[src/rtl/bbc_pkg.sv]
package bbc_pkg;

  // Register map
  localparam int unsigned CFG_IDX_W  = 3;
  localparam int unsigned CFG_DATA_W = 16;

  localparam logic [CFG_IDX_W-1:0] REG_PERIOD  = 3'd0;
  localparam logic [CFG_IDX_W-1:0] REG_INHALE  = 3'd1;
  localparam logic [CFG_IDX_W-1:0] REG_EXHALE  = 3'd2;
  localparam logic [CFG_IDX_W-1:0] REG_MIN_LVL = 3'd3;
  localparam logic [CFG_IDX_W-1:0] REG_MAX_LVL = 3'd4;

  localparam logic [15:0] PERIOD_RST  = 16'd6000;
  localparam logic [3:0]  INHALE_RST  = 4'd1;
  localparam logic [3:0]  EXHALE_RST  = 4'd2;
  localparam logic [7:0]  MIN_LVL_RST = 8'd80;
  localparam logic [7:0]  MAX_LVL_RST = 8'd120;
  localparam logic [7:0]  LAST_RST    = 8'd255;

  // Easing curve codes
  localparam logic [3:0] CURVE_LINEAR      = 4'd0;
  localparam logic [3:0] CURVE_QUAD_IN     = 4'd1;
  localparam logic [3:0] CURVE_QUAD_OUT    = 4'd2;
  localparam logic [3:0] CURVE_QUAD_INOUT  = 4'd3;
  localparam logic [3:0] CURVE_CUBIC_IN    = 4'd4;
  localparam logic [3:0] CURVE_CUBIC_OUT   = 4'd5;
  localparam logic [3:0] CURVE_CUBIC_INOUT = 4'd6;
  localparam logic [3:0] CURVE_SINE_IN     = 4'd7;
  localparam logic [3:0] CURVE_SINE_OUT    = 4'd8;
  localparam logic [3:0] CURVE_SINE_INOUT  = 4'd9;

  // Fixed-point phase constants (1.0 == 1024)
  localparam logic [10:0] ONE_Q      = 11'd1024;
  localparam logic [10:0] INHALE_END = 11'd410;
  localparam logic [10:0] HOLD_END   = 11'd512;

  // Inhale sub-phase p * 1024 / 410 as a reciprocal multiply, exact for p < 410
  localparam logic [20:0] INHALE_RECIP = 21'd327361;
  localparam int unsigned INHALE_SHIFT = 17;

  // Restoring divider: remainder starts below the divisor, ten quotient bits
  localparam int unsigned QUO_W     = 10;
  localparam int unsigned DIV_STEPS = QUO_W;

  typedef enum logic [3:0] {
    OP_NONE,
    OP_LOAD,
    OP_DIV,
    OP_PHASE,
    OP_XDIV,
    OP_SQ,
    OP_CUBE,
    OP_EASE,
    OP_MAP,
    OP_LEVEL
  } bbc_op_e;

  typedef struct packed {
    bbc_op_e op;
  } bbc_cmd_t;

  typedef struct packed {
    logic inhale;
    logic hold;
  } bbc_status_t;

endpackage

[src/rtl/bbc_in_if.sv]
interface bbc_in_if;
  logic        valid;
  logic        ready;
  logic [15:0] elapsed_ms;

  modport source (output valid, output elapsed_ms, input ready);
  modport sink (input valid, input elapsed_ms, output ready);
endinterface

[src/rtl/bbc_out_if.sv]
interface bbc_out_if;
  logic       valid;
  logic       ready;
  logic [7:0] level;
  logic       write_strobe;

  modport source (output valid, output level, output write_strobe, input ready);
  modport sink (input valid, input level, input write_strobe, output ready);
endinterface

[src/rtl/bbc_ctrl.sv]
module bbc_ctrl (
  input  logic                clk_i,
  input  logic                rst_ni,
  input  logic                in_valid_i,
  output logic                in_ready_o,
  output logic                out_valid_o,
  input  logic                out_ready_i,
  input  bbc_pkg::bbc_status_t status_i,
  output bbc_pkg::bbc_cmd_t    cmd_o
);
  import bbc_pkg::*;

  localparam int unsigned CNT_W = $clog2(DIV_STEPS);

  typedef enum logic [8:0] {
    S_IDLE  = 9'b0_0000_0001,
    S_DIV1  = 9'b0_0000_0010,
    S_PHASE = 9'b0_0000_0100,
    S_XSET  = 9'b0_0000_1000,
    S_SQ    = 9'b0_0001_0000,
    S_CUBE  = 9'b0_0010_0000,
    S_EASE  = 9'b0_0100_0000,
    S_MAP   = 9'b0_1000_0000,
    S_LEVEL = 9'b1_0000_0000
  } state_e;

  state_e           state_q, state_d;
  logic [CNT_W-1:0] cnt_q, cnt_d;
  logic             out_valid_q, out_valid_d;
  logic             last_step;

  assign last_step = (cnt_q == CNT_W'(DIV_STEPS - 1));

  always_comb begin
    state_d     = state_q;
    cnt_d       = cnt_q;
    cmd_o.op    = OP_NONE;
    out_valid_d = out_valid_q && !out_ready_i;
    case (state_q)
      S_IDLE: begin
        if (in_valid_i) begin
          cmd_o.op = OP_LOAD;
          cnt_d    = '0;
          state_d  = S_DIV1;
        end
      end
      S_DIV1: begin
        cmd_o.op = OP_DIV;
        cnt_d    = cnt_q + 1'b1;
        if (last_step) state_d = S_PHASE;
      end
      S_PHASE: begin
        cmd_o.op = OP_PHASE;
        cnt_d    = '0;
        if (status_i.inhale) begin
          state_d = S_XSET;
        end else if (status_i.hold) begin
          state_d = S_MAP;
        end else begin
          state_d = S_SQ;
        end
      end
      S_XSET: begin
        cmd_o.op = OP_XDIV;
        state_d  = S_SQ;
      end
      S_SQ: begin
        cmd_o.op = OP_SQ;
        state_d  = S_CUBE;
      end
      S_CUBE: begin
        cmd_o.op = OP_CUBE;
        state_d  = S_EASE;
      end
      S_EASE: begin
        cmd_o.op = OP_EASE;
        state_d  = S_MAP;
      end
      S_MAP: begin
        cmd_o.op = OP_MAP;
        state_d  = S_LEVEL;
      end
      S_LEVEL: begin
        // hold the result until the output register is free
        if (!out_valid_q || out_ready_i) begin
          cmd_o.op    = OP_LEVEL;
          out_valid_d = 1'b1;
          state_d     = S_IDLE;
        end
      end
      default: begin
        state_d = S_IDLE;
      end
    endcase
  end

  always_ff @(posedge clk_i or negedge rst_ni) begin
    if (!rst_ni) begin
      state_q     <= S_IDLE;
      cnt_q       <= '0;
      out_valid_q <= 1'b0;
    end else begin
      state_q     <= state_d;
      cnt_q       <= cnt_d;
      out_valid_q <= out_valid_d;
    end
  end

  assign in_ready_o  = (state_q == S_IDLE);
  assign out_valid_o = out_valid_q;

endmodule

[src/rtl/bbc_dpath.sv]
module bbc_dpath (
  input  logic                              clk_i,
  input  logic                              rst_ni,
  input  logic                              cfg_we_i,
  input  logic [bbc_pkg::CFG_IDX_W-1:0]     cfg_idx_i,
  input  logic [bbc_pkg::CFG_DATA_W-1:0]    cfg_data_i,
  input  logic [15:0]                       elapsed_ms_i,
  input  bbc_pkg::bbc_cmd_t                 cmd_i,
  output bbc_pkg::bbc_status_t              status_o,
  output logic [7:0]                        level_o,
  output logic                              write_strobe_o
);
  import bbc_pkg::*;

  // configuration and write history
  logic [15:0] period_q;
  logic [3:0]  inhale_curve_q;
  logic [3:0]  exhale_curve_q;
  logic [7:0]  min_level_q;
  logic [7:0]  max_level_q;
  logic [7:0]  last_q;

  // working registers
  logic             zero_q, sat_q;
  logic [15:0]      rem_q, den_q;
  logic [QUO_W-1:0] quo_q;
  logic             inhale_q;
  logic [3:0]       curve_q;
  logic [10:0]      x_q;
  logic [20:0]      sq_q;
  logic [30:0]      cube_q;
  logic [10:0]      path_q;
  logic [18:0]      prod_q;
  logic [7:0]       level_q;
  logic             strobe_q;

  // divider step
  logic [16:0] div_shift;
  logic        div_ge;
  logic [16:0] div_sub;

  assign div_shift = {rem_q, 1'b0};
  assign div_ge    = (div_shift >= {1'b0, den_q});
  assign div_sub   = div_shift - {1'b0, den_q};

  // phase from the first division
  logic [10:0] phase;
  logic [10:0] ex_sub;
  logic [10:0] ex_x;

  assign phase  = sat_q ? ONE_Q : {1'b0, quo_q};
  assign ex_sub = phase - HOLD_END;
  assign ex_x   = {ex_sub[9:0], 1'b0};

  assign status_o.inhale = (phase < INHALE_END);
  assign status_o.hold   = (phase < HOLD_END);

  // easing base: mirrored operand for the falling halves
  logic        x_hi;
  logic        use_r;
  logic [10:0] base;

  assign x_hi = (x_q >= HOLD_END);

  always_comb begin
    case (curve_q)
      CURVE_QUAD_OUT, CURVE_CUBIC_OUT, CURVE_SINE_OUT: use_r = 1'b1;
      CURVE_QUAD_INOUT, CURVE_CUBIC_INOUT, CURVE_SINE_INOUT: use_r = x_hi;
      default: use_r = 1'b0;
    endcase
  end

  assign base = use_r ? (ONE_Q - x_q) : x_q;

  // shared multiplier
  logic        neg;
  logic [7:0]  mag;
  logic [20:0] mul_a;
  logic [10:0] mul_b;
  logic [31:0] mul_p;

  assign neg = (min_level_q > max_level_q);
  assign mag = neg ? (min_level_q - max_level_q) : (max_level_q - min_level_q);

  always_comb begin
    case (cmd_i.op)
      OP_XDIV: begin
        mul_a = INHALE_RECIP;
        mul_b = phase;
      end
      OP_CUBE: begin
        mul_a = sq_q;
        mul_b = base;
      end
      OP_MAP: begin
        mul_a = 21'(path_q);
        mul_b = 11'(mag);
      end
      default: begin
        mul_a = 21'(base);
        mul_b = base;
      end
    endcase
  end

  assign mul_p = 32'(mul_a) * 32'(mul_b);

  // curve evaluation
  logic [11:0] sq_s10, sq_s9, cu_s20, cu_s18;
  logic [11:0] ease_raw;
  logic [10:0] ease_v;

  assign sq_s10 = 12'(sq_q >> 10);
  assign sq_s9  = 12'(sq_q >> 9);
  assign cu_s20 = 12'(cube_q >> 20);
  assign cu_s18 = 12'(cube_q >> 18);

  always_comb begin
    case (curve_q)
      CURVE_QUAD_IN, CURVE_SINE_IN: ease_raw = sq_s10;
      CURVE_QUAD_OUT, CURVE_SINE_OUT: ease_raw = 12'(ONE_Q) - sq_s10;
      CURVE_QUAD_INOUT, CURVE_SINE_INOUT: ease_raw = x_hi ? (12'(ONE_Q) - sq_s9) : sq_s9;
      CURVE_CUBIC_IN: ease_raw = cu_s20;
      CURVE_CUBIC_OUT: ease_raw = 12'(ONE_Q) - cu_s20;
      CURVE_CUBIC_INOUT: ease_raw = x_hi ? (12'(ONE_Q) - cu_s18) : cu_s18;
      default: ease_raw = 12'(x_q);
    endcase
  end

  assign ease_v = (ease_raw > 12'(ONE_Q)) ? ONE_Q : ease_raw[10:0];

  // level mapping
  logic [8:0] map_q;
  logic [9:0] lvl_w;
  logic [7:0] level_d;

  assign map_q = prod_q[18:10];
  assign lvl_w = neg ? (10'(min_level_q) - 10'(map_q)) : (10'(min_level_q) + 10'(map_q));

  always_comb begin
    if (zero_q) begin
      level_d = max_level_q;
    end else if (lvl_w[9]) begin
      level_d = '0;
    end else if (lvl_w > 10'd255) begin
      level_d = 8'd255;
    end else begin
      level_d = lvl_w[7:0];
    end
  end

  always_ff @(posedge clk_i or negedge rst_ni) begin
    if (!rst_ni) begin
      period_q       <= PERIOD_RST;
      inhale_curve_q <= INHALE_RST;
      exhale_curve_q <= EXHALE_RST;
      min_level_q    <= MIN_LVL_RST;
      max_level_q    <= MAX_LVL_RST;
      last_q         <= LAST_RST;
    end else begin
      if (cfg_we_i) begin
        case (cfg_idx_i)
          REG_PERIOD:  period_q       <= cfg_data_i;
          REG_INHALE:  inhale_curve_q <= cfg_data_i[3:0];
          REG_EXHALE:  exhale_curve_q <= cfg_data_i[3:0];
          REG_MIN_LVL: min_level_q    <= cfg_data_i[7:0];
          REG_MAX_LVL: max_level_q    <= cfg_data_i[7:0];
          default: ;
        endcase
      end
      if (cmd_i.op == OP_LEVEL && level_d != last_q) begin
        last_q <= level_d;
      end
    end
  end

  always_ff @(posedge clk_i) begin
    case (cmd_i.op)
      OP_LOAD: begin
        zero_q <= (period_q == '0);
        sat_q  <= (elapsed_ms_i >= period_q);
        rem_q  <= elapsed_ms_i;
        den_q  <= period_q;
        quo_q  <= '0;
      end
      OP_DIV: begin
        rem_q <= div_ge ? div_sub[15:0] : div_shift[15:0];
        quo_q <= {quo_q[QUO_W-2:0], div_ge};
      end
      OP_PHASE: begin
        inhale_q <= status_o.inhale;
        curve_q  <= status_o.inhale ? inhale_curve_q : exhale_curve_q;
        path_q   <= ONE_Q;
        x_q      <= ex_x;
      end
      OP_XDIV: begin
        x_q <= 11'(mul_p >> INHALE_SHIFT);
      end
      OP_SQ: begin
        sq_q <= mul_p[20:0];
      end
      OP_CUBE: begin
        cube_q <= mul_p[30:0];
      end
      OP_EASE: begin
        path_q <= inhale_q ? ease_v : (ONE_Q - ease_v);
      end
      OP_MAP: begin
        prod_q <= mul_p[18:0];
      end
      OP_LEVEL: begin
        level_q  <= level_d;
        strobe_q <= (level_d != last_q);
      end
      default: ;
    endcase
  end

  assign level_o        = level_q;
  assign write_strobe_o = strobe_q;

endmodule

[src/rtl/breathing_brightness_curve.sv]
// Breathing brightness curve. Each input beat carries the elapsed time within one
// breathing period; the block turns it into a backlight level and a write strobe
// that is high when the level differs from the last level flagged for writing
// (255 after reset). The phase is elapsed * 1024 / period, saturated at 1024; the
// first 40% eases up with the inhale curve, 40%..50% holds at max_level, and the
// rest eases down with the exhale curve. The path is mapped linearly from
// min_level to max_level; a zero period gives max_level. Registers are written
// through cfg_we_i / cfg_idx_i / cfg_data_i: 0 period_ms, 1 inhale_curve,
// 2 exhale_curve, 3 min_level, 4 max_level. The user must write them only while
// the block is idle; the block itself does not enforce this. One item is worked
// at a time: the restoring divider yields one quotient bit per cycle (ten for
// the phase), followed by the shared multiplier used for the inhale sub-phase
// (a reciprocal multiply by 1024 / 410), square, cube and level, and the next
// item is taken once the block is back in idle.
// The result sits in an output register, so a new item is taken while it waits.
module breathing_brightness_curve (
  input  logic                           clk_i,
  input  logic                           rst_ni,
  bbc_in_if.sink                         in_i,
  bbc_out_if.source                      out_o,
  input  logic                           cfg_we_i,
  input  logic [bbc_pkg::CFG_IDX_W-1:0]  cfg_idx_i,
  input  logic [bbc_pkg::CFG_DATA_W-1:0] cfg_data_i
);
  import bbc_pkg::*;

  bbc_cmd_t    cmd;
  bbc_status_t status;

  // sequence the phase division, easing and mapping steps
  bbc_ctrl u_ctrl (
    .clk_i       (clk_i),
    .rst_ni      (rst_ni),
    .in_valid_i  (in_i.valid),
    .in_ready_o  (in_i.ready),
    .out_valid_o (out_o.valid),
    .out_ready_i (out_o.ready),
    .status_i    (status),
    .cmd_o       (cmd)
  );

  // registers, divider, multiplier and result payload
  bbc_dpath u_dpath (
    .clk_i          (clk_i),
    .rst_ni         (rst_ni),
    .cfg_we_i       (cfg_we_i),
    .cfg_idx_i      (cfg_idx_i),
    .cfg_data_i     (cfg_data_i),
    .elapsed_ms_i   (in_i.elapsed_ms),
    .cmd_i          (cmd),
    .status_o       (status),
    .level_o        (out_o.level),
    .write_strobe_o (out_o.write_strobe)
  );

endmodule

[src/flat_wrapper.sv]
// flat-port wrapper written by rule: the top's interface ports become plain ports
module breathing_brightness_curve_flat import bbc_pkg::*;
  (clk_i, rst_ni, cfg_we_i, cfg_idx_i, cfg_data_i, in_i_valid, in_i_elapsed_ms, in_i_ready, out_o_valid, out_o_level, out_o_write_strobe, out_o_ready);
  bbc_in_if in_i_i ();
  bbc_out_if out_o_i ();
  input  logic clk_i;
  input  logic rst_ni;
  input  logic cfg_we_i;
  input  logic [bbc_pkg::CFG_IDX_W-1:0] cfg_idx_i;
  input  logic [bbc_pkg::CFG_DATA_W-1:0] cfg_data_i;
  input wire logic [$bits(in_i_i.valid)-1:0] in_i_valid;
  input wire logic [$bits(in_i_i.elapsed_ms)-1:0] in_i_elapsed_ms;
  output wire logic [$bits(in_i_i.ready)-1:0] in_i_ready;
  output wire logic [$bits(out_o_i.valid)-1:0] out_o_valid;
  output wire logic [$bits(out_o_i.level)-1:0] out_o_level;
  output wire logic [$bits(out_o_i.write_strobe)-1:0] out_o_write_strobe;
  input wire logic [$bits(out_o_i.ready)-1:0] out_o_ready;
  assign in_i_i.valid = in_i_valid;
  assign in_i_i.elapsed_ms = in_i_elapsed_ms;
  assign in_i_ready = in_i_i.ready;
  assign out_o_valid = out_o_i.valid;
  assign out_o_level = out_o_i.level;
  assign out_o_write_strobe = out_o_i.write_strobe;
  assign out_o_i.ready = out_o_ready;
  breathing_brightness_curve u_core (.clk_i(clk_i), .rst_ni(rst_ni), .in_i(in_i_i), .out_o(out_o_i), .cfg_we_i(cfg_we_i), .cfg_idx_i(cfg_idx_i), .cfg_data_i(cfg_data_i));
endmodule
[config.mk]
export PLATFORM = sky130hd
export DESIGN_NAME = breathing_brightness_curve_flat
export DESIGN_NICKNAME = d
export VERILOG_FILES = /design/src/rtl/bbc_pkg.sv /design/src/rtl/bbc_in_if.sv /design/src/rtl/bbc_out_if.sv /design/src/rtl/bbc_ctrl.sv /design/src/rtl/bbc_dpath.sv /design/src/rtl/breathing_brightness_curve.sv /design/src/flat_wrapper.sv
export SDC_FILE = /design/constraint.sdc
export NUM_CORES = 1
export LEC_CHECK = 0
export BUFFER_PORTS_ARGS = -buffer_cell sky130_fd_sc_hd__buf_4
export CAP_MARGIN = 5
export CELL_PAD_IN_SITES_DETAIL_PLACEMENT = 1
export CELL_PAD_IN_SITES_GLOBAL_PLACEMENT = 2
export CORE_MARGIN = 2
export CORE_UTILIZATION = 42
export CTS_CLUSTER_SIZE = 20
export DETAILED_ROUTE_END_ITERATION = 16
export GPL_TIMING_DRIVEN = 0
export PLACE_DENSITY_LB_ADDON = 0.3
export SYNTH_ARGS = -nofsm -noshare
export SYNTH_HDL_FRONTEND = slang
export SYNTH_SLANG_ARGS = --single-unit
[constraint.sdc]
create_clock -name clk_i -period 11 [get_ports clk_i]
set_input_delay 2.2 -clock clk_i [delete_from_list [all_inputs] [get_ports clk_i]]
set_output_delay 2.2 -clock clk_i [all_outputs]
set_load 0.05 [all_outputs]
Yosys cells after proc, flatten, opt, wreduce, memory -nomap -nowiden
Index checks and enable logic that the tools add are counted. W data, S select, Z words.

Muxes and demuxes: 34. Order comparisons: 8. Equal/unequal tests: 36. Reductions and logical operators: 23. $add $sub $neg: 13. Multipliers: 1.

Operator list (count): $pmux W9 S9 (1); $pmux W12 S6 (1); $pmux W11 S2 (3); $pmux W21 S3 (1); $mux W8 (6); $mux W11 (4); $pmux W4 S9 (1); $eq A4 B3 Y1 const B (8); $pmux W16 S2 (1); $mul A21 B11 Y31 (1); $mux W9 (3); $mux W12 (2); $sub A11 B11 Y12 const A (2); $sub A11 B12 Y12 const A (2); $sub A11 B11 Y11 const A (2); $eq A4 B4 Y1 const B (5); $pmux W10 S2 (1); $ge A17 B16 Y1 (1); $eq A4 B2 Y1 const B (4); $ge A16 B16 Y1 (1); $logic_not A16 Y1 (1); $mux W16 (1); $sub A16 B16 Y16 (1); $sub A8 B8 Y8 (2); other kinds (40) (60).

Flip-flop bits (word level): 213. Input bits: 40. Output and inout port bits: 11. Word-level logic and storage cells: 138.

Logic depth before layout (Yosys ltp)
Gate-level depths: netlist (run 1).

Depth in word-level cells: 8. Depth in mapped cells: 35. Depth with buffers taken out: 33.

Hierarchy
Synthesis (run 1) repeated with hierarchy kept, for this count alone.

Cells, all modules: 2195. Area, all modules: 19854.0 um^2.

By module, submodules not included: bbc_dpath (area an instance 18965.7 um^2, sequential area each 4923.5 um^2, instances 1, cells each 2096); bbc_ctrl (area an instance 888.4 um^2, sequential area each 351.6 um^2, instances 1, cells each 99).

Least setup slack after synthesis (run 1)
OpenSTA, ideal clock, no wires.

Path kind: reg-to-reg. Start point: reg u_core.u_dpath.min_level_q[4]. End point: reg u_core.u_dpath.x_q[8], data pin. Period minus slack after synthesis: 7815 ps. Path slack: 3185 ps. Stages on the path, launching flop included: 32. Library setup time: 260 ps. Path buffers: 2. Arrival: 7556 ps. Data required time: 10740 ps. Cells stage by stage: dfstp_2 -> inv_1 -> ha_1 -> nand4_1 -> or3_1 -> o21a_1 -> buf_2 -> mux2i_1 -> o211ai_1 -> o21ai_0 -> xnor2_1 -> a21o_1 -> clkbuf_1 -> nand2_1 -> fa_1 -> inv_1 -> fa_1 -> fa_1 -> fa_1 -> inv_1 -> fa_1 -> inv_1 -> ha_1 -> a21o_1 -> a21oi_1 -> inv_1 -> o211ai_1 -> a21oi_1 -> o41ai_1 -> o21ai_0 -> xor2_1 -> mux2_2.

Longest elaborated chain between the ends: 5. Elaborated cells on any way between the ends: 7. Those cells by class: add/sub (2); mul (1); order compare (1); mux (3).

RTL lines: start: declaration (line bbc_dpath.sv:19) `logic [7:0] min_level_q;`; start signal: assignment (line bbc_dpath.sv:166) `REG_MIN_LVL: min_level_q <= cfg_data_i[7:0];`; $sub A8 B8 Y8 / $gt A8 B8 Y1 (equally long branches) (line bbc_dpath.sv:83, bbc_dpath.sv:82); $mux W8 * (line bbc_dpath.sv:83) `assign mag = neg ? (min_level_q - max_level_q) : (max_level_q - min_level_q);`; $pmux W11 S2 * (line bbc_dpath.sv:86) `case (cmd_i.op)`; $mul A21 B11 Y31 * (line bbc_dpath.sv:106) `assign mul_p = 32'(mul_a) * 32'(mul_b);`; net u_core.u_dpath.mul_p[25] (line bbc_dpath.sv:80) `logic [31:0] mul_p;`; $pmux W11 S2 * (line bbc_dpath.sv:178) `case (cmd_i.op)`; end signal: assignment (line bbc_dpath.sv:197) `x_q <= 11'(mul_p >> INHALE_SHIFT);`; end: declaration (line bbc_dpath.sv:29) `logic [10:0] x_q;`.

The timed path passes the listed nets; every way through them passes the cells marked *. A chain may end at the register's enable or synchronous reset.

Final worst setup path (run 1)
Start point: reg u_core.u_dpath.x_q[9]. End point: reg u_core.u_dpath.cube_q[30], data pin.

Longest elaborated chain between the ends: 5. Elaborated cells on any way between the ends: 7. Those cells by class: add/sub (1); mul (1); order compare (1); mux (4).

RTL lines: $ge A11 B10 Y1 (line bbc_dpath.sv:63) `assign x_hi = (x_q >= HOLD_END);`; $pmux W1 S2 (line bbc_dpath.sv:66) `case (curve_q)`; $mux W11 * (line bbc_dpath.sv:73) `assign base = use_r ? (ONE_Q - x_q) : x_q;`; $pmux W21 S3 / $pmux W11 S2 (equally long branches) (line bbc_dpath.sv:86); $mul A21 B11 Y31 * (line bbc_dpath.sv:106); net u_core.u_dpath.mul_p[30] (line bbc_dpath.sv:80); end signal: assignment (line bbc_dpath.sv:203) `cube_q <= mul_p[30:0];`; end: declaration (line bbc_dpath.sv:31) `logic [30:0] cube_q;`.

Marks and branches as above.

==> results of run 1 <==
[metal layers]
layer,GRT usage,up-vias
met2,0.459,345
met3,0.0291,65
met5,0,-
li1,-,7309
met1,0.378,8303
met4,0.0689,0
[worst register-to-register path: cells and delay by family (launching register included)]
family	cells	cell delay (ns)
AOI/OAI and AO/OA	9	3.77
xor gates and xnor gates	2	0.52
adders and majority gates	6	2.79
buffers and inverters	7	1.58
DFF	1	0.59
and+or+nand+nor	4	0.75
[layout make-up]
cell class / count / area, µm²
fill: 5265 / 24400
multi-input combinational: 1566 / 12600
sequential: 185 / 5280
inverter: 282 / 1060
tap: 600 / 751
clock buffer: 19 / 454
timing repair buffer: 52 / 385
buffer: 72 / 295
clock inverter: 13 / 106
[synthesized netlist by cell type, drive strengths merged (12+ instances only)]
library cell and n:
a21o 41, a21oi 84, a221oi 15, a31oi 14, and2 34, and3 12, buf 17, clkbuf 55
dfrtp 38, dfstp 24, edfxtp 123, fa 173, ha 130, inv 282, mux2 34, mux2i 32
nand2 269, nand2b 18, nand3 17, nor2 179, nor2b 17, nor3 41, nor3b 14, o211ai 14
o21a 14, o21ai 116, o31ai 12, or3 16, xnor2 69, xor2 34
[state kept, by name, summed over array words and instances, names as in the netlist, 8 cells and up]
| register | flops |
|---|---|
| u_core.u_dpath.sq_q | 21 |
| u_core.u_dpath.den_q | 16 |
| u_core.u_dpath.period_q | 16 |
| u_core.u_dpath.rem_q | 16 |
| u_core.u_dpath.cube_q | 13 |
| u_core.u_dpath.path_q | 11 |
| u_core.u_dpath.x_q | 11 |
| u_core.u_dpath.quo_q | 10 |
| u_core.u_ctrl.state_q | 9 |
| u_core.u_dpath.prod_q | 9 |
| u_core.u_dpath.last_q | 8 |
| u_core.u_dpath.level_o | 8 |
| u_core.u_dpath.max_level_q | 8 |
| u_core.u_dpath.min_level_q | 8 |
[how the worst max path moves through the flow]
stage | to | slack [ns] | depth (start not counted)
after floorplan | u_core.u_dpath.x_q[8]$_DFFE_PP_ | 3.18 | 31
after global placement | u_core.u_dpath.cube_q[30]$_DFFE_PN_ | 1.06 | 28
after detailed placement | u_core.u_dpath.cube_q[30]$_DFFE_PN_ | 0.97 | 28
after CTS | u_core.u_dpath.cube_q[30]$_DFFE_PN_ | 0.90 | 28
after global routing | u_core.u_dpath.cube_q[30]$_DFFE_PN_ | 0.30 | 26
final | u_core.u_dpath.cube_q[30]$_DFFE_PN_ | 0.79 | 28
[power groups by stage]
stage	clock network, mW	registers, mW	logic (mW)
after global routing	0.646	0.996	1.15
final	0.608	0.984	1.03
after CTS	0.620	0.983	1.04
after floorplan	0	0.948	0.747
after detailed placement	0	0.997	1.03
after global placement	0	0.991	0.998
[logic make-up (layout without fill, tap and decap cells)]
group,after synthesis,in the layout,synth area share
and+or+nand+nor,680,680,0.166
AOI/OAI and AO/OA,414,414,0.143
buffers and inverters,354,438,0.0702
adders and majority gates,303,303,0.264
DFF,185,185,0.274
xor gates and xnor gates,103,103,0.0468
muxes,66,66,0.0365
==> metrics.yaml, run 1 <==
post_cts_buffers: 0
crit_family: "compound AO/OA/AOI/OAI gates"
worstPathRequired_ns: 11.25
cts_max_level: 4
rsz0062_at_grt: "no"
antenna_found_initial: 0
worst_setup_path_start_kind: "flop"
syn_inst: 2105
worstHoldEndpoint: "u_core.u_dpath.den_q[15]$_DFFE_PN_"
leakage_nw: 9.36
dr_wl_met2_um: 30300
critPathBufInv: 7
ys_seq_area_frac: 0.274
die_w_um: 218
dr.pass1.iters: 5
startpoint: "u_core.u_dpath.x_q[9]$_DFFE_PP_"
drtAntennaViolNets: 0
routed_via_density: 5.74
cts_buffers: 17
track_usage: 0.274
vias: 16022
rrSetupSlack_ns: 0.79
swShare: 0.393
area_delta_synth_final_pct: 8.80
drive_above_1_share: 0.0795
synthFlopType: "edfxtp_1"
die-area_um2: 47600
slowest_delay_ns: 0.76
p_clk_frac: 0.232
fin_ws_ns: 0.788
worst-setup-path-type: "reg2reg"
cp_common_cell: "fa_1"
dp.cells: 2756
grt_pass1_vias: 16804
synth.area.top_cells: "edfxtp_1 19%, fa_1 18%, ha_1 8.4%"
fin_nets: 2519
top_layer: "met4"
synth.ff_latch_count: 185
worstHoldStart: "u_core.u_dpath.period_q[15]$_DFFE_PN0P_"
cts_buffer_depth: 2
setup_viol: 0
final_common_cell: "inv_1"
synth_fp_nets: 2448
slew_headroom: 0.162
p_int_mw: 1.59
end_kind: "flop"
grt_pass1_wl_um: 98800
min_path_cells: 0
p_seq_frac: 0.375
wl_per_cell_um: 22.6
r2r_end: "u_core.u_dpath.cube_q[30]$_DFFE_PN_"
finalHoldViolCount: 0
grt_overflow: 0
hp-class: "reg2reg"
rows: 78
maxSlewViolCount: 0
max_freq_mhz: 97.9
drc: 0
clk_latency_ns: 0.46
wl_met1_um: 28800
fin_area_um2: 21000
ff2ff_path_depth: 28
utilization: 0.462
layout_common_cells: "282 x inv_1, 269 x nand2_1, 179 x nor2_1, 173 x fa_1, 130 x ha_1"
path_clk_slew_ns: 0.08
finalCriticalPeriod_ns: 10.21
power_mw: 2.63
synth_top_area_frac: 0.192
gp_congestion: 0.921
portBuffers: 50
wl_met3_um: 2760
start_util: 0.425
finalCritPeriodShare: 0.928
whs_ns: 0.501
placed_area_um2: 20400
outcome: "completed"
vdd_drop_max_mv: 0.0839
pre_cts_ws_ns: 0.971
syn-mean-instance-area_um2: 9.16
r2r-start: "u_core.u_dpath.x_q[9]$_DFFE_PP_"
cts_tree: "done"
maxCapViolations: 0
dp_hpwl_um: 52100
cp_slowest_cell: "o21ai_0"
cp_max_fo: 10
clockRootBuffer: "clkbuf_16"
cts_sinks: 185
tns_ns: 0
layoutNonFillerInstCount: 2789
arrival_ns: 10.46
coreArea_um2: 45400
n_antenna_cell: 0
power_frac_comb: 0.394
pin_count: 51
synth_area_um2: 19300
switchingPower_mw: 1.03
synth_cell_types: 89
synth_edf_count: 123
synthArstFlopShare: 0.335
yosysWarningCount: 0
wl_um: 63100
tightestPinTransition_ns: 1.26
drtIter0Drc: 1135
yosys.area.top_type: "edfxtp_1"
ctsHoldBuffers: 0
cts_resized: 0
die_y_um: 218
grt_max_degree: 63
skew_ns: 0.0157
p_per_area_nw_per_um2: 125
(Power assumes the default switching activity.)
==> run 2, diff against run 1 <==
REMOVE_ABC_BUFFERS = 1   (was default)
SLEW_MARGIN = 10   (was default)
==> run 2 against run 1 <==
  * Clock skew barely moved
  * Flip-flop and latch count did not move
  * Combinational power barely moved
  * Via count fell by 1.8%
==> metrics.yaml, run 2 (same netlist as run 1, synthesis figures left out) <==
outcome: "completed"
pin_count: 51  # unchanged
maxCapViolations: 0  # unchanged
tns_ns: 0  # unchanged
worstPathRequired_ns: 11.22  # -0.03 ns
p_clk_frac: 0.230  # -0.002
die_y_um: 218  # unchanged
slew_headroom: 0.150  # -0.0122
cts_tree: "done"
regMostFlops: "u_core.u_dpath.sq_q"
finalCritPeriodShare: 0.930  # +0.00207
grt_max_degree: 63  # unchanged
grt_pass1_vias: 16492  # -1.9%
swShare: 0.393  # about the same
switchingPower_mw: 1.03  # -0.15%
cts_max_level: 4  # unchanged
layoutNonFillerInstCount: 2729  # -2.2%
wl_um: 60600  # -3.9%
worst_setup_path_start_kind: "flop"
vdd_drop_max_mv: 0.130  # +55%
whs_ns: 0.486  # -0.0148 ns
coreArea_um2: 45400  # unchanged
largest_reg_flops: 21  # unchanged
layout_common_cells: "281 x inv_1, 268 x nand2_1, 179 x nor2_1, 173 x fa_1, 130 x ha_1"
die_w_um: 218  # unchanged
vias: 15738  # -1.8%
area_delta_synth_final_pct: 8.29
die-area_um2: 47600  # unchanged
drive_above_1_share: 0.0888  # +0.00929
maxSlewViolCount: 0  # unchanged
start_util: 0.425  # unchanged
track_usage: 0.264  # -0.00982
dr.pass1.iters: 5  # unchanged
p_int_mw: 1.59  # -0.11%
max_freq_mhz: 97.7  # -0.22%
p_per_area_nw_per_um2: 126  # +0.34%
antenna_found_initial: 0  # unchanged
dp.cells: 2696  # -2.2%
wl_per_cell_um: 22.2  # -1.8%
grt_overflow: 0  # unchanged
cts_buffer_depth: 2  # unchanged
rows: 78  # unchanged
portBuffers: 50  # unchanged
n_antenna_cell: 0  # unchanged
arrival_ns: 10.45  # about the same
skew_ns: 0.0155  # -0.000215 ns
tightestPinTransition_ns: 1.27  # +0.00926 ns
rsz0062_at_grt: "no"
num-fill-cells: 5231  # -0.65%
p_seq_frac: 0.376  # about the same
gp_congestion: 0.871  # -5.5%
worst-setup-path-type: "reg2reg"
fin_area_um2: 20900  # -0.47%
power_frac_comb: 0.394  # about the same
finalHoldViolCount: 0  # unchanged
clk_latency_ns: 0.47  # about the same
fin_nets: 2459  # -2.4%
drtIter0Drc: 1157  # +1.9%
dp_hpwl_um: 47600  # -8.6%
hp-class: "reg2reg"
setup_viol: 0  # unchanged
ctsHoldBuffers: 0  # unchanged
drc: 0  # unchanged
cts_sinks: 185  # unchanged
placed_area_um2: 20300  # -0.47%
clockRootBuffer: "clkbuf_16"
final_common_cell: "inv_1"
cp_max_fo: 24  # +14
routed_via_density: 5.77  # +0.39%
grt_pass1_wl_um: 95800  # -3.0%
cts_buffers: 17  # unchanged
end_kind: "flop"
finalCriticalPeriod_ns: 10.24  # +0.0227 ns
path_clk_slew_ns: 0.08  # about the same
leakage_nw: 9.32  # -0.38%
drtAntennaViolNets: 0  # unchanged
## run 2: cell types whose count changed in the layout (fill, tap and decap cells not counted), sizes merged
cell      previous run  this run
inv                289       292
buf                 69        64
clkinvlp             2         1
clkbuf              74        17
## run 2: per-stage QoR
stage / util / setup WS, ns / total power [mW]
after floorplan: - / 2.82 / 1.69
after global routing: 0.460 / 0.267 / 2.79
after global placement: 0.443 / -0.0475 / 1.97
final: 0.460 / 0.765 / 2.62
after detailed placement: 0.448 / 0.599 / 2.03
after CTS: 0.460 / 0.535 / 2.64
## run 2: layer usage
layer  vias to the layer above  routed length, µm  global-route usage
met5                         -                  0                   0
met4                         0               1300              0.0698
met3                        70               2760              0.0313
met2                       388              28200               0.425
met1                      8095              28300               0.375
li1                       7185                  -                   -
## run 2: final cells by class
cell class                      instances  area [µm²]  share of cell area
Multi-Input combinational cell       1566       12700               0.610
Sequential cell                       185        5280               0.253
Inverter                              282        1060              0.0509
Tap cell                              600         751              0.0360
Timing Repair Buffer                   64         498              0.0239
Clock buffer                           17         425              0.0204
Clock inverter                         15         129             0.00617
## run 2: power by group through the flow
stage               Combinational [mW]  Sequential (mW)  Clock (mW)
finish                            1.03            0.985       0.603
floorplan                        0.739            0.951           0
global route                      1.16            0.997       0.635
CTS                               1.04            0.984       0.616
global placement                 0.978            0.992           0
detailed placement                1.03            0.996           0
## run 2: worst paths after layout
path	cells after the start	end	start	slack [ns]
setup / recovery	25	u_core.u_dpath.cube_q[30]$_DFFE_PN_	u_core.u_dpath.curve_q[2]$_DFFE_PP_	0.76
hold reg to reg	0	u_core.u_dpath.den_q[15]$_DFFE_PN_	u_core.u_dpath.period_q[15]$_DFFE_PN0P_	0.49
hold / removal	0	u_core.u_dpath.den_q[15]$_DFFE_PN_	u_core.u_dpath.period_q[15]$_DFFE_PN0P_	0.49
max in group asynchronous	1	u_core.u_dpath.max_level_q[0]$_DFFE_PN0P_	rst_ni	8.61
setup reg to reg	25	u_core.u_dpath.cube_q[30]$_DFFE_PN_	u_core.u_dpath.curve_q[2]$_DFFE_PP_	0.76
min in group asynchronous	1	u_core.u_dpath.period_q[7]$_DFFE_PN0P_	rst_ni	1.84
## run 2: timing repair
action | 4_1_cts | 5_1_grt
setup endpoints to repair | 0 | 1
buffers inserted | 0 | 0
resized for setup | 0 | 1
## run 2: worst max-delay path: stages (launching register included)
cell and delay, ns:
edfxtp_1 0.91, nand4bb_1 0.73, a21boi_0 0.33, o221a_2 0.35, nor2_1 0.16, xor2_1 0.13, a22oi_1 0.71, o31a_1 0.42
nand2_1 0.53, and2_1 0.40, fa_1 0.56, fa_1 0.46, fa_1 0.52, fa_1 0.55, inv_1 0.06, fa_1 0.53
inv_1 0.04, ha_1 0.35, a21o_1 0.18, a21o_1 0.17, a21oi_1 0.22, nand3b_1 0.10, o21ai_0 0.78, o21ai_0 0.35
o22a_1 0.29, xnor2_1 0.12
==> run 3, diff against run 2 <==
CORE_MARGIN = default   (was 2)
CORE_UTILIZATION = 40   (was 42)
==> run 3 against run 2 <==
  * Global-route usage decreased by 0.65 points
  * Register-to-register slack got worse by 0.12 ns
  * First-iteration DRC count decreased by 13%
  * Hold slack got worse by 0.00074 ns
  * Sequential power about the same
  * Clock power increased by 5.1%
  * Utilization decreased by 2.0 points
  * Fmax decreased by 1.2%
  * Die area increased by 3.0%
  * Critical path depth unchanged
  * Non-clock buffer count unchanged
  * Clock-buffer cell count increased by 2
  * Critical endpoint unchanged
  * Largest cell class unchanged
  * Highest routed layer unchanged
==> metrics.yaml, run 3 (same netlist as run 1, synthesis figures left out) <==
outcome: "completed"
cp_max_fo: 24  # unchanged
gp_congestion: 0.871  # about the same
setup_viol: 0  # unchanged
drc: 0  # unchanged
start_util: 0.405  # -0.0202
maxCapViolations: 0  # unchanged
cts_sinks: 185  # unchanged
wl_per_cell_um: 22.2  # +0.22%
grt_max_degree: 63  # unchanged
arrival_ns: 10.56  # +0.11 ns
vdd_drop_max_mv: 0.111  # -14%
drive_above_1_share: 0.0892  # +0.000470
clockRootBuffer: "clkbuf_16"
drtAntennaViolNets: 0  # unchanged
cts_buffers: 17  # unchanged
utilization: 0.440  # -0.0204
layout_common_cells: "281 x inv_1, 268 x nand2_1, 178 x nor2_1, 173 x fa_1, 130 x ha_1"
hp-class: "reg2reg"
dp.cells: 2712  # +0.59%
tns_ns: 0  # unchanged
coreArea_um2: 47600  # +5.0%
clk_latency_ns: 0.46  # about the same
path_clk_slew_ns: 0.08  # about the same
maxSlewViolCount: 0  # unchanged
cts_buffer_depth: 2  # unchanged
finalHoldViolCount: 0  # unchanged
worstHoldStart: "u_core.u_dpath.period_q[15]$_DFFE_PN0P_"
grt_pass1_vias: 16618  # +0.76%
p_int_mw: 1.62  # +1.7%
switchingPower_mw: 1.04  # +0.59%
num-fill-cells: 5522  # +5.6%
fin_ws_ns: 0.642  # -0.122 ns
skew_ns: 0.0135  # -0.00202 ns
antenna_found_initial: 0  # unchanged
vias: 15580  # -1.0%
layoutNonFillerInstCount: 2744  # +0.55%
worst_setup_path_start_kind: "flop"
drtIter0Drc: 1011  # -13%
grt_overflow: 0  # unchanged
die_w_um: 222  # +1.5%
rows: 80  # +2.6%
finalCriticalPeriod_ns: 10.36  # +0.122 ns
n_antenna_cell: 0  # unchanged
dp_hpwl_um: 48100  # +0.98%
finalCritPeriodShare: 0.942  # +0.0111
worst-setup-path-type: "reg2reg"
pre_cts_ws_ns: 0.583  # -0.0156 ns
portBuffers: 50  # unchanged
tightestPinTransition_ns: 1.29  # +0.0266 ns
r2r-start: "u_core.u_dpath.curve_q[2]$_DFFE_PP_"
startpoint: "u_core.u_dpath.curve_q[2]$_DFFE_PP_"
max_freq_mhz: 96.5  # -1.2%
routed_via_density: 5.68  # -1.5%
fin_nets: 2459  # unchanged
cts_tree: "done"
regMostFlops: "u_core.u_dpath.sq_q"
swShare: 0.390  # -0.00272
die-area_um2: 49100  # +3.0%
slew_headroom: 0.138  # -0.0117
largest_reg_flops: 21  # unchanged
track_usage: 0.257  # -0.00649
p_per_area_nw_per_um2: 127  # +0.95%
wl_um: 61100  # +0.77%
p_seq_frac: 0.371  # -0.005
area_delta_synth_final_pct: 8.66
rsz0062_at_grt: "no"
die_y_um: 222  # +1.5%
dr.pass1.iters: 5  # unchanged
cts_max_level: 4  # unchanged
post_cts_buffers: 0  # unchanged
end_kind: "flop"
final_common_cell: "inv_1"
power_frac_comb: 0.391  # -0.003
leakage_nw: 9.34  # +0.20%
grt_pass1_wl_um: 97400  # +1.7%
p_clk_frac: 0.238  # +0.008
pin_count: 51  # unchanged
worstPathRequired_ns: 11.21  # about the same
run 3: cell count changes in the layout (fill, tap and decap cells not counted), sizes merged:
cell,change
inv,-3
clkinv,+1
clkbuf,+2
run 3: worst paths after layout:
path | endpoint | slack, ns | cells after the start
setup reg to reg | u_core.u_dpath.cube_q[30]$_DFFE_PN_ | 0.64 | 25
hold / removal | u_core.u_dpath.den_q[15]$_DFFE_PN_ | 0.49 | 0
min in group asynchronous | u_core.u_dpath.period_q[7]$_DFFE_PN0P_ | 1.84 | 1
setup / recovery | u_core.u_dpath.cube_q[30]$_DFFE_PN_ | 0.64 | 25
hold reg to reg | u_core.u_dpath.den_q[15]$_DFFE_PN_ | 0.49 | 0
max in group asynchronous | u_core.u_dpath.max_level_q[7]$_DFFE_PN0P_ | 8.60 | 1
run 3: timing repair:
| action | in CTS | in global routing |
|---|---|---|
| endpoints found under the setup margin | 0 | 4 |
| hold buffers | 0 | 0 |
| resized for setup | 0 | 1 |
run 3: power by group through the flow:
stage	Clock [mW]	Combinational, mW	Sequential, mW
after floorplan	0	0.739	0.951
after global placement	0	0.976	0.992
after detailed placement	0	1.03	0.997
after CTS	0.645	1.04	0.985
after global routing	0.668	1.16	0.997
final	0.634	1.04	0.984
run 3: area by class of cell:
class | instances | area (µm²) | share of cell area
multi-input combinational | 1566 | 12700 | 0.608
timing repair buffer | 64 | 508 | 0.0242
sequential | 185 | 5280 | 0.252
tap | 615 | 769 | 0.0367
clock buffer | 19 | 475 | 0.0227
clock inverter | 13 | 119 | 0.00567
inverter | 282 | 1060 | 0.0507
run 3: routing by layer:
layer  track usage  vias to the layer above  part of all wire
li1              -                     7183                 -
met2         0.420                      284              0.47
met1         0.363                     8041              0.47
met3        0.0281                       72             0.037
met5             0                        -                 0
met4        0.0679                        0             0.021
run 3: stage by stage:
stage / instance area [µm²] / total power, mW / hold slack, ns
after floorplan: 19000 / 1.69 / 0.447
after global placement: 20100 / 1.97 / 0.466
after detailed placement: 20300 / 2.02 / 0.466
after CTS: 20900 / 2.67 / 0.487
after global routing: 20900 / 2.82 / 0.495
final: 20900 / 2.66 / 0.485
run 3: critical path, cell delays in order (launching register included):
cell       delay (ns)
edfxtp_1         0.93
nand4bb_1        0.75
a21boi_0         0.33
o221a_2          0.36
nor2_1           0.18
xor2_1           0.14
a22oi_1          0.71
o31a_1           0.45
nand2_1          0.52
and2_1           0.40
fa_1             0.56
fa_1             0.48
fa_1             0.53
fa_1             0.55
inv_1            0.06
fa_1             0.52
inv_1            0.04
ha_1             0.35
a21o_1           0.19
a21o_1           0.17
a21oi_1          0.21
nand3b_1         0.10
o21ai_0          0.77
o21ai_0          0.36
o22a_1           0.29
xnor2_1          0.13
